`src/iopj_pkg.sv`:
```
// Shared widths, types and state codes of the interval overlap pair join.
package iopj_pkg;

    localparam int WINDOW_DEPTH = 32;
    localparam int COORD_WIDTH  = 32;
    localparam int ID_WIDTH     = 16;

    typedef logic signed [COORD_WIDTH-1:0] coord_t;
    typedef logic [ID_WIDTH-1:0]           id_t;

    typedef enum logic [1:0] {
        ST_IDLE,
        ST_MATCH,
        ST_EMIT
    } state_t;

    // Broadcast from the controller to every cell of one window row.
    typedef struct packed {
        logic   match;
        logic   own;
        logic   take;
        logic   clear;
        logic   pick;
        coord_t lo;
        coord_t hi;
        id_t    id;
    } cmd_t;

    // Handed from each cell to its upper neighbor.
    typedef struct packed {
        logic free;
        logic hit;
        logic hit2;
        logic any;
        id_t  id;
    } link_t;

endpackage

```
`src/interval_overlap_pair_join.sv`:
```
// Top level of the interval overlap pair join: controller, two window rows, output register.
//
//  channel | handshake            | payload
//  --------+----------------------+-------------------------------------------------
//  in      | in_valid / in_stall   | y_min, y_max, edge_id, from_second_set, end_of_run
//  out     | out_valid / out_stall | first_set_id, second_set_id, window_overflow,
//          |                       | last_of_run
//
// An input word is accepted in the idle state and compared against the window in the
// match state; each result word it causes is then emitted in turn from the emit state.
// Results leave through a single output register; a stalled output holds its word
// and freezes result emission, and a new input is taken once the last result is loaded.
// Reset clears slot occupancy and pending pair flags at once; no clearing pass.
module interval_overlap_pair_join (
    input  logic             clk,
    input  logic             rst_n,
    input  logic             in_valid,
    output logic             in_stall,
    input  iopj_pkg::coord_t y_min,
    input  iopj_pkg::coord_t y_max,
    input  iopj_pkg::id_t    edge_id,
    input  logic             from_second_set,
    input  logic             end_of_run,
    output logic             out_valid,
    input  logic             out_stall,
    output iopj_pkg::id_t    first_set_id,
    output iopj_pkg::id_t    second_set_id,
    output logic             window_overflow,
    output logic             last_of_run
);
    import iopj_pkg::*;

    state_t state_reg;
    state_t state_next;
    logic   ovf_pend_reg;
    logic   ovf_pend_next;
    logic   out_valid_reg;
    logic   out_valid_next;

    coord_t lo_reg;
    coord_t hi_reg;
    id_t    id_reg;
    logic   second_reg;
    logic   eor_reg;

    id_t    first_id_reg;
    id_t    first_id_next;
    id_t    second_id_reg;
    id_t    second_id_next;
    logic   ovf_reg;
    logic   ovf_next;
    logic   last_reg;
    logic   last_next;

    cmd_t   cmd_first;
    cmd_t   cmd_second;
    link_t  tail_first;
    link_t  tail_second;
    link_t  own_tail;
    link_t  oth_tail;

    logic   accept;
    logic   full;
    logic   pop;

    assign accept   = in_valid && !in_stall;
    assign in_stall = (state_reg != ST_IDLE);

    assign own_tail = second_reg ? tail_second : tail_first;
    assign oth_tail = second_reg ? tail_first : tail_second;
    assign full     = !own_tail.free;
    assign pop      = (state_reg == ST_EMIT) && (!out_valid_reg || !out_stall);

    always_comb
    begin
        cmd_first.match  = (state_reg == ST_MATCH);
        cmd_first.own    = !second_reg;
        cmd_first.take   = !full;
        cmd_first.clear  = eor_reg;
        cmd_first.pick   = pop && !ovf_pend_reg;
        cmd_first.lo     = lo_reg;
        cmd_first.hi     = hi_reg;
        cmd_first.id     = id_reg;
        cmd_second       = cmd_first;
        cmd_second.own   = second_reg;
    end

    iopj_row u_first_row (
        .clk   (clk),
        .rst_n (rst_n),
        .cmd   (cmd_first),
        .tail  (tail_first)
    );

    iopj_row u_second_row (
        .clk   (clk),
        .rst_n (rst_n),
        .cmd   (cmd_second),
        .tail  (tail_second)
    );

    always_comb
    begin
        state_next     = state_reg;
        ovf_pend_next  = ovf_pend_reg;
        out_valid_next = out_valid_reg && out_stall;
        first_id_next  = first_id_reg;
        second_id_next = second_id_reg;
        ovf_next       = ovf_reg;
        last_next      = last_reg;
        case (state_reg)
            ST_IDLE:
            begin
                if (accept)
                begin
                    state_next = ST_MATCH;
                end
            end
            ST_MATCH:
            begin
                if (full)
                begin
                    ovf_pend_next = 1'b1;
                    state_next    = ST_EMIT;
                end
                else if (oth_tail.any)
                begin
                    state_next = ST_EMIT;
                end
                else
                begin
                    state_next = ST_IDLE;
                end
            end
            ST_EMIT:
            begin
                if (pop)
                begin
                    out_valid_next = 1'b1;
                    if (ovf_pend_reg)
                    begin
                        first_id_next  = '0;
                        second_id_next = '0;
                        ovf_next       = 1'b1;
                        last_next      = 1'b1;
                        ovf_pend_next  = 1'b0;
                        state_next     = ST_IDLE;
                    end
                    else
                    begin
                        first_id_next  = second_reg ? oth_tail.id : id_reg;
                        second_id_next = second_reg ? id_reg : oth_tail.id;
                        ovf_next       = 1'b0;
                        last_next      = !oth_tail.hit2;
                        if (!oth_tail.hit2)
                        begin
                            state_next = ST_IDLE;
                        end
                    end
                end
            end
            default:
            begin
                state_next = ST_IDLE;
            end
        endcase
    end

    always_ff @(posedge clk or negedge rst_n)
    begin
        if (!rst_n)
        begin
            state_reg     <= ST_IDLE;
            ovf_pend_reg  <= 1'b0;
            out_valid_reg <= 1'b0;
        end
        else
        begin
            state_reg     <= state_next;
            ovf_pend_reg  <= ovf_pend_next;
            out_valid_reg <= out_valid_next;
        end
    end

    always_ff @(posedge clk)
    begin
        if (accept)
        begin
            lo_reg     <= y_min;
            hi_reg     <= y_max;
            id_reg     <= edge_id;
            second_reg <= from_second_set;
            eor_reg    <= end_of_run;
        end
        first_id_reg  <= first_id_next;
        second_id_reg <= second_id_next;
        ovf_reg       <= ovf_next;
        last_reg      <= last_next;
    end

    assign out_valid       = out_valid_reg;
    assign first_set_id    = first_id_reg;
    assign second_set_id   = second_id_reg;
    assign window_overflow = ovf_reg;
    assign last_of_run     = last_reg;

    // overflow word is always the only and final result of its input
    a_ovf_last: assert property (@(posedge clk) disable iff (!rst_n)
        out_valid && window_overflow |-> last_of_run && first_set_id == '0
            && second_set_id == '0)
        else $error("overflow word malformed");

    a_accept_match: assert property (@(posedge clk) disable iff (!rst_n)
        accept |=> state_reg == ST_MATCH)
        else $error("accepted word not matched next cycle");

    // emission of pairs only while a pending pair remains in the other window
    a_emit_hit: assert property (@(posedge clk) disable iff (!rst_n)
        state_reg == ST_EMIT && !ovf_pend_reg |-> oth_tail.hit)
        else $error("emit state without pending pair");

    a_stall_hold: assert property (@(posedge clk) disable iff (!rst_n)
        out_valid && out_stall |=> out_valid && $stable(first_set_id)
            && $stable(second_set_id) && $stable(last_of_run))
        else $error("stalled result word changed");

endmodule

```
`src/iopj_cell.sv`:
```
// One window slot: stored interval, occupancy, pending pair flag and chain links.
module iopj_cell (
    input  logic           clk,
    input  logic           rst_n,
    input  iopj_pkg::cmd_t  cmd,
    input  iopj_pkg::link_t link_in,
    output iopj_pkg::link_t link_out
);
    import iopj_pkg::*;

    logic   valid_reg;
    logic   valid_next;
    logic   hit_reg;
    logic   hit_next;
    coord_t upper_reg;
    id_t    ident_reg;

    logic expire;
    logic live;
    logic write;
    logic sel;

    assign expire = valid_reg && (upper_reg < cmd.lo);
    assign live   = valid_reg && !expire;
    // take the lowest free slot: no lower cell has claimed one yet
    assign write  = cmd.match && cmd.own && !link_in.free && !live;
    // lowest pending pair goes out first
    assign sel    = hit_reg && !link_in.hit;

    always_comb
    begin
        valid_next = valid_reg;
        hit_next   = hit_reg;
        if (cmd.match)
        begin
            valid_next = live || write;
            hit_next   = !cmd.own && cmd.take && live;
            if (cmd.clear)
            begin
                valid_next = 1'b0;
            end
        end
        else if (cmd.pick && sel)
        begin
            hit_next = 1'b0;
        end
    end

    always_ff @(posedge clk or negedge rst_n)
    begin
        if (!rst_n)
        begin
            valid_reg <= 1'b0;
            hit_reg   <= 1'b0;
        end
        else
        begin
            valid_reg <= valid_next;
            hit_reg   <= hit_next;
        end
    end

    always_ff @(posedge clk)
    begin
        if (write)
        begin
            upper_reg <= cmd.hi;
            ident_reg <= cmd.id;
        end
    end

    assign link_out.free = link_in.free || !live;
    assign link_out.hit  = link_in.hit || hit_reg;
    assign link_out.hit2 = link_in.hit2 || (link_in.hit && hit_reg);
    assign link_out.any  = link_in.any || live;
    assign link_out.id   = link_in.id | (sel ? ident_reg : '0);

endmodule

```
`src/iopj_row.sv`:
```
// One set's window: a chain of slot cells from slot zero upward.
module iopj_row (
    input  logic           clk,
    input  logic           rst_n,
    input  iopj_pkg::cmd_t  cmd,
    output iopj_pkg::link_t tail
);
    import iopj_pkg::*;

    link_t chain [WINDOW_DEPTH+1];

    assign chain[0] = '0;

    for (genvar i = 0; i < WINDOW_DEPTH; i++)
    begin : g_cell
        iopj_cell u_cell (
            .clk      (clk),
            .rst_n    (rst_n),
            .cmd      (cmd),
            .link_in  (chain[i]),
            .link_out (chain[i+1])
        );
    end

    assign tail = chain[WINDOW_DEPTH];

endmodule

```
`config.mk`:
```
export PLATFORM = sky130hd
export DESIGN_NAME = interval_overlap_pair_join
export DESIGN_NICKNAME = d
export VERILOG_FILES = /design/src/iopj_pkg.sv /design/src/interval_overlap_pair_join.sv /design/src/iopj_cell.sv /design/src/iopj_row.sv
export SDC_FILE = /design/constraint.sdc
export NUM_CORES = 2
export LEC_CHECK = 0
export BUFFER_PORTS_ARGS = -buffer_cell sky130_fd_sc_hd__buf_2
export CORE_ASPECT_RATIO = 1.25
export CORE_UTILIZATION = 57
export DETAILED_ROUTE_END_ITERATION = 6
export PLACE_DENSITY = 0.71
export SLEW_MARGIN = 20
export SYNTH_ARGS = -nofsm -noshare
export SYNTH_HDL_FRONTEND = slang
export SYNTH_SLANG_ARGS = --single-unit
```
`constraint.sdc`:
```
create_clock -name clk -period 18.3 [get_ports clk]
set_clock_uncertainty 0.05 [all_clocks]
set_input_delay 3.66 -clock clk [delete_from_list [all_inputs] [get_ports clk]]
set_output_delay 3.66 -clock clk [all_outputs]
set_load 0.01 [all_outputs]
```
**After elaboration in Yosys (flattened, before gate mapping)**

Index checks and enable logic that the tools add are counted.

- Flip-flop bits (word level): 3320
- Word-level logic and storage cells: 1824
- Input bits: 86
- Output and inout port bits: 36

- Bitwise gates (word level): 62
- Equal/unequal tests: 6
- Multiplexer cells: 273
- Order comparisons: 64
- Reductions and logical operators: 1151

Operators with widths:

| cell | count |
|---|---|
| less-than comparator 32 bit | 64 |
| 2-to-1 mux 16 bit | 66 |
| OR 16 bit | 62 |
| logical AND 1 bit | 514 |
| logical OR 1 bit | 311 |
| logical NOT 1 bit | 256 |
| 2-to-1 mux 1 bit | 197 |
| nonzero test 2 bit | 66 |
| 2-to-1 mux 20 bit | 1 |
| 2-to-1 mux 18 bit | 1 |
| 2-to-1 mux 2 bit | 6 |
| != test 2 bit, second input constant | 3 |
| case mux 2 bit (3 select lines) | 1 |
| AND reduction 3 bit | 2 |
| != test 3 bit, second input constant | 1 |
| equality test 2 x 1 -> 1 bit, second input constant | 1 |
| equality test 2 bit, second input constant | 1 |
| logical NOT 2 bit | 1 |
| case mux 1 bit (2 select lines) | 1 |
| AND reduction 2 bit | 1 |

**Logic depth before layout (Yosys ltp)**

- Word-level depth: 40
- Gate-level depth with buffers: 17
- Gate-level depth less buffers: 14

**Hierarchy**

A second synthesis with hierarchy kept.

- Cells, all modules: 12760
- Area total of the unflattened synthesis: 169983.0 sq um

Modules (own cells, without submodules):

| module | instances | area each (sq um) | seq. area each (sq um) | cells each |
|---|---|---|---|---|
| iopj_cell | 64 | 2590.0 | 1491.4 | 196 |
| interval_overlap_pair_join | 1 | 4216.5 | 3583.4 | 214 |
| iopj_row | 2 | 3.8 | 0.0 | 1 |

**Worst setup path after synthesis**

OpenSTA, ideal clock, no wires.

- Path kind: register to register
- Start: register lo_reg[26]
- End: register u_first_row.g_cell[30].u_cell.ident_reg[0], enable pin
- Library setup time: 0.573 ns
- Setup slack: 8.746 ns
- Data required time: 17.677 ns
- Arrival time: 8.931 ns
- Period minus slack after synthesis: 9.554 ns
- Cell stages (with the launch flop): 14
- Path buffers: 1
- Path through: edfxtp_1 inv_1 ha_1 a21o_1 a221o_1 a221oi_1 o21ai_0 or4_1 a21boi_1 nand3_1 nor3_1 nand3_1 clkbuf_1 nor4_1

- Cells in the longest elaborated chain, start to end: 37
- Elaborated cells between the ends (all ways): 187
- Those cells by class: 31 x order compare; 156 x reduce/logical

RTL lines:

| element | RTL line | source |
|---|---|---|
| start, declared | interval_overlap_pair_join.sv:40 | `coord_t lo_reg;` |
| start signal, assigned | interval_overlap_pair_join.sv:189 | `lo_reg <= y_min;` |
| less-than comparator 32 bit | iopj_cell.sv:23 | `assign expire = valid_reg && (upper_reg < cmd.lo);` |
| logical AND 1 bit | iopj_cell.sv:23 |  |
| logical NOT 1 bit | iopj_cell.sv:24 | `assign live = valid_reg && !expire;` |
| logical AND 1 bit | iopj_cell.sv:24 |  |
| logical NOT 1 bit | iopj_cell.sv:72 | `assign link_out.free = link_in.free \|\| !live;` |
| logical OR 1 bit (29 in series) | iopj_cell.sv:72 |  |
| logical NOT 1 bit | iopj_cell.sv:26 | `assign write = cmd.match && cmd.own && !link_in.free && !live;` |
| logical AND 1 bit | iopj_cell.sv:26 |  |
| logical AND 1 bit * | iopj_cell.sv:26 |  |
| named net u_first_row.g_cell[30].u_cell.write | iopj_cell.sv:20 | `logic write;` |
| end signal, assigned | iopj_cell.sv:68 | `ident_reg <= cmd.id;` |
| end, declared | iopj_cell.sv:16 | `id_t ident_reg;` |

The timed path passes the listed nets; every way through them passes the cells marked *.
A chain may end at the register's enable or synchronous reset.

**Worst setup path in the final report**

- Start: register lo_reg[2]
- End: register u_first_row.g_cell[20].u_cell.upper_reg[19], enable pin

- Cells in the longest elaborated chain, start to end: 27
- Elaborated cells between the ends (all ways): 127
- Those cells by class: 21 x order compare; 106 x reduce/logical

RTL lines:

| element | RTL line | source |
|---|---|---|
| less-than comparator 32 bit | iopj_cell.sv:23 |  |
| logical AND 1 bit | iopj_cell.sv:23 |  |
| logical NOT 1 bit | iopj_cell.sv:24 |  |
| logical AND 1 bit | iopj_cell.sv:24 |  |
| logical NOT 1 bit | iopj_cell.sv:72 |  |
| logical OR 1 bit (19 in series) | iopj_cell.sv:72 |  |
| logical NOT 1 bit | iopj_cell.sv:26 |  |
| logical AND 1 bit | iopj_cell.sv:26 |  |
| logical AND 1 bit * | iopj_cell.sv:26 |  |
| named net u_first_row.g_cell[20].u_cell.write | iopj_cell.sv:20 |  |
| end signal, assigned | iopj_cell.sv:67 | `upper_reg <= cmd.hi;` |
| end, declared | iopj_cell.sv:15 | `coord_t upper_reg;` |

Marks and branches as above.

==> impl_metrics.json <==
{
  "status": "finished, violations left",
  "violations": "design-rule violations",
  "hold_viol": 0,
  "min_path_type": "reg2reg",
  "synth_warnings": 0,
  "setup_viol": 0,
  "remaining_drc_errors": 7,
  "startpoint_type": "register",
  "p_leak_nw": 62.94,
  "path_clk_slew_ps": 60,
  "cap_violations": 0,
  "vias": 101500,
  "start_util": 0.5739,
  "synth_cell_types": 98,
  "final_net_count": 12990,
  "dp.cells": 14120,
  "syn_area_mm2": 0.1533,
  "antenna_found_initial": 24,
  "tns_ps": 0,
  "ys_async_sr_fraction": 0.03976,
  "grt_pass1_wl_mm": 669.5,
  "ctsHoldBuffers": 0,
  "syn_area_per_cell_um2": 14.82,
  "synth_top_area_frac": 0.6245,
  "dpl.hpwl_mm": 289.2,
  "drt-initial-drc-count": 13270,
  "crit_fanout": 38,
  "num_io_pins": 122,
  "clock.fmax_ghz": 0.1326,
  "row_count": 212,
  "ys_seq_area_frac": 0.6461,
  "slew_violations": 0,
  "gp_congestion": 0.9456,
  "wl_mm": 468.1,
  "cts_setup_buffers": 0,
  "wire_per_inst_um": 31.80,
  "power.density_mw_per_mm2": 114.4,
  "critPathKind": "reg2reg",
  "synthFlopType": "edfxtp_1",
  "cp-end-kind": "register",
  "synth_seq_cells": 3320,
  "fin_area_mm2": 0.1709,
  "cp.arrival_ps": 8000,
  "die_x_um": 465.8,
  "via_per_inst": 6.894,
  "instances_no_fill": 14720,
  "numCtsBuffers": 323,
  "rsz0062_at_grt": "false",
  "root_buffer": "clkbuf_16",
  "drive_gt1_frac": 0.09610,
  "clockBufferDepth": 4,
  "synth_enable_flop_cells": 3188,
  "syn2layout_area_growth_pct": 11.46,
  "synth_area_leaders": "edfxtp_1 (62%), ha_1 (16%), a21oi_1 (2.3%)",
  "cts_sinks": 3320,
  "cts.repair.resized": 0,
  "cts_tree": "yes",
  "dpl_cell_area_mm2": 0.1605,
  "chipHeight_um": 581.8,
  "ir_drop_v": 0.0001386,
  "grt_max_degree": 72,
  "io_buffer_count": 121,
  "synth_nets": 12420,
  "tightestPinTransition_ps": 1237,
  "die_area_mm2": 0.2710,
  "fp.coreArea_mm2": 0.2671,
  "slew_headroom": 0.1667,
  "critPathRequiredTime_ps": 18760,
  "grt_pass1_vias": 100900,
  "synthCells": 10350,
  "postRouteAntennaNets": 0,
  "timing.final.crit_share": 0.4123,
  "period_needed_ps": 7544,
  "dr.pass1.iters": 7,
  "yosysTopAreaCell": "edfxtp_1",
  "grt_overflow_total": 0,
  "grtUsageTotal": 0.3410,
  "htreeDepth": 5,
  "clk_latency_ps": 920
}
[metal layers]
layer	vias to the layer above	GRT usage	wire length, um
li1	43140	-	-
met1	50950	0.4350	171500
met2	5982	0.5566	220600
met3	1419	0.05099	45930
met4	8	0.1969	29970
met5	-	0	49
[layout make-up]
type / instances / area, um^2
repair buffers: 438 / 3033
diodes: 24 / 60.06
fillers: 18810 / 96260
well taps: 3531 / 4418
clock buffers: 424 / 9025
multi-input cells: 6679 / 53380
inverters: 154 / 655.6
clock inverters: 151 / 1245
flip-flops and latches: 3320 / 99040
[critical path, stage by stage (launching register included)]
cell and delay (ps):
edfxtp_1 410, inv_4 430, buf_4 740, ha_1 360
nor4_1 240, nor4_1 90, a211oi_1 490, o211ai_1 320
mux2i_1 720, nand4_1 320, nor4_2 530, nand3_1 630
nand4bb_1 570, nor2_4 600, buf_4 560
[power by group]
group | total (mW) | switching (mW) | internal, mW
registers | 8.87 | 0.0684 | 8.80
logic | 4.06 | 2.96 | 1.10
clock network | 6.62 | 2.89 | 3.73
[cells in the final DEF, fill, tap and decap left out, types with 33 or more instances in the layout]
cell / n
and4_1: 50
o21ai_0: 424
a22oi_1: 195
o211ai_1: 95
clkbuf_1: 65
and3_1: 71
nand4_1: 272
o21a_1: 62
nor3_1: 104
nand3_1: 249
a31oi_1: 51
inv_1: 122
clkinv_2: 60
edfxtp_1: 3188
dfrtp_1: 132
a211oi_1: 130
a2111oi_0: 58
clkinv_1: 53
nor2_1: 375
a221oi_1: 193
buf_4: 313
a21o_1: 222
a221o_1: 33
a21oi_1: 691
nand2_1: 610
nor2b_1: 59
clkbuf_16: 341
nor4_1: 45
nand2b_1: 67
buf_2: 120
ha_1: 1984
[worst paths after layout]
path                       cells past startpoint                                                  from                                               endpoint  slack [ps]
max                                           14                                   lo_reg[2]$_DFFE_PP_  u_first_row.g_cell[20].u_cell.upper_reg[19]$_DFFE_PP_       10760
max reg2reg                                   14                                   lo_reg[2]$_DFFE_PP_  u_first_row.g_cell[20].u_cell.upper_reg[19]$_DFFE_PP_       10760
min reg2reg                                    2  u_second_row.g_cell[15].u_cell.valid_reg$_DFFE_PN0P_   u_second_row.g_cell[15].u_cell.valid_reg$_DFFE_PN0P_         440
max in group asynchronous                      2                                                 rst_n   u_second_row.g_cell[13].u_cell.valid_reg$_DFFE_PN0P_       14440
min                                            2  u_second_row.g_cell[15].u_cell.valid_reg$_DFFE_PN0P_   u_second_row.g_cell[15].u_cell.valid_reg$_DFFE_PN0P_         440
min in group asynchronous                      1                                                 rst_n                               state_reg[0]$_DFFE_PN0P_        2520
[metrics by stage]
| stage | util | hold WS (ps) | total power, mW | setup slack [ps] |
|---|---|---|---|---|
| 2_1_floorplan | - | 373.1 | 11.09 | 8746 |
| 6_report | 0.6396 | 437.1 | 19.54 | 10760 |
| 4_1_cts | 0.6393 | 433.7 | 19.47 | 10640 |
| 3_5_place_dp | 0.6008 | 421.5 | 12.96 | 10710 |
| 5_1_grt | 0.6395 | 452.4 | 20.08 | 10460 |
| 3_3_place_gp | 0.6008 | 413.1 | 12.81 | 10810 |
[synth_stat cells, types with 59 or more instances]
cell and instances:
a21oi_1 691, a221oi_1 193, nor3_1 120, nand2_1 610, nand4_1 272, nor2_1 394, o211ai_1 95, a22oi_1 195
nor2b_1 69, a211oi_1 131, clkbuf_1 171, o21a_1 62, o21ai_0 425, ha_1 1984, a2111oi_0 59, nand3_1 249
edfxtp_1 3188, and3_1 78, inv_1 153, a21o_1 222, nand2b_1 68, dfrtp_1 132
[cell families after synthesis]
kind of cell | Yosys count | synth area share
compound gates | 2509 | 0.1094
xor+xnor | 4 | 0.0002286
flops | 3320 | 0.6461
simple gates | 2142 | 0.07080
fa+ha+maj | 1992 | 0.1625
mux | 32 | 0.002188
buf+inv | 347 | 0.008832
Note: power is estimated with default switching activity, not from simulation.
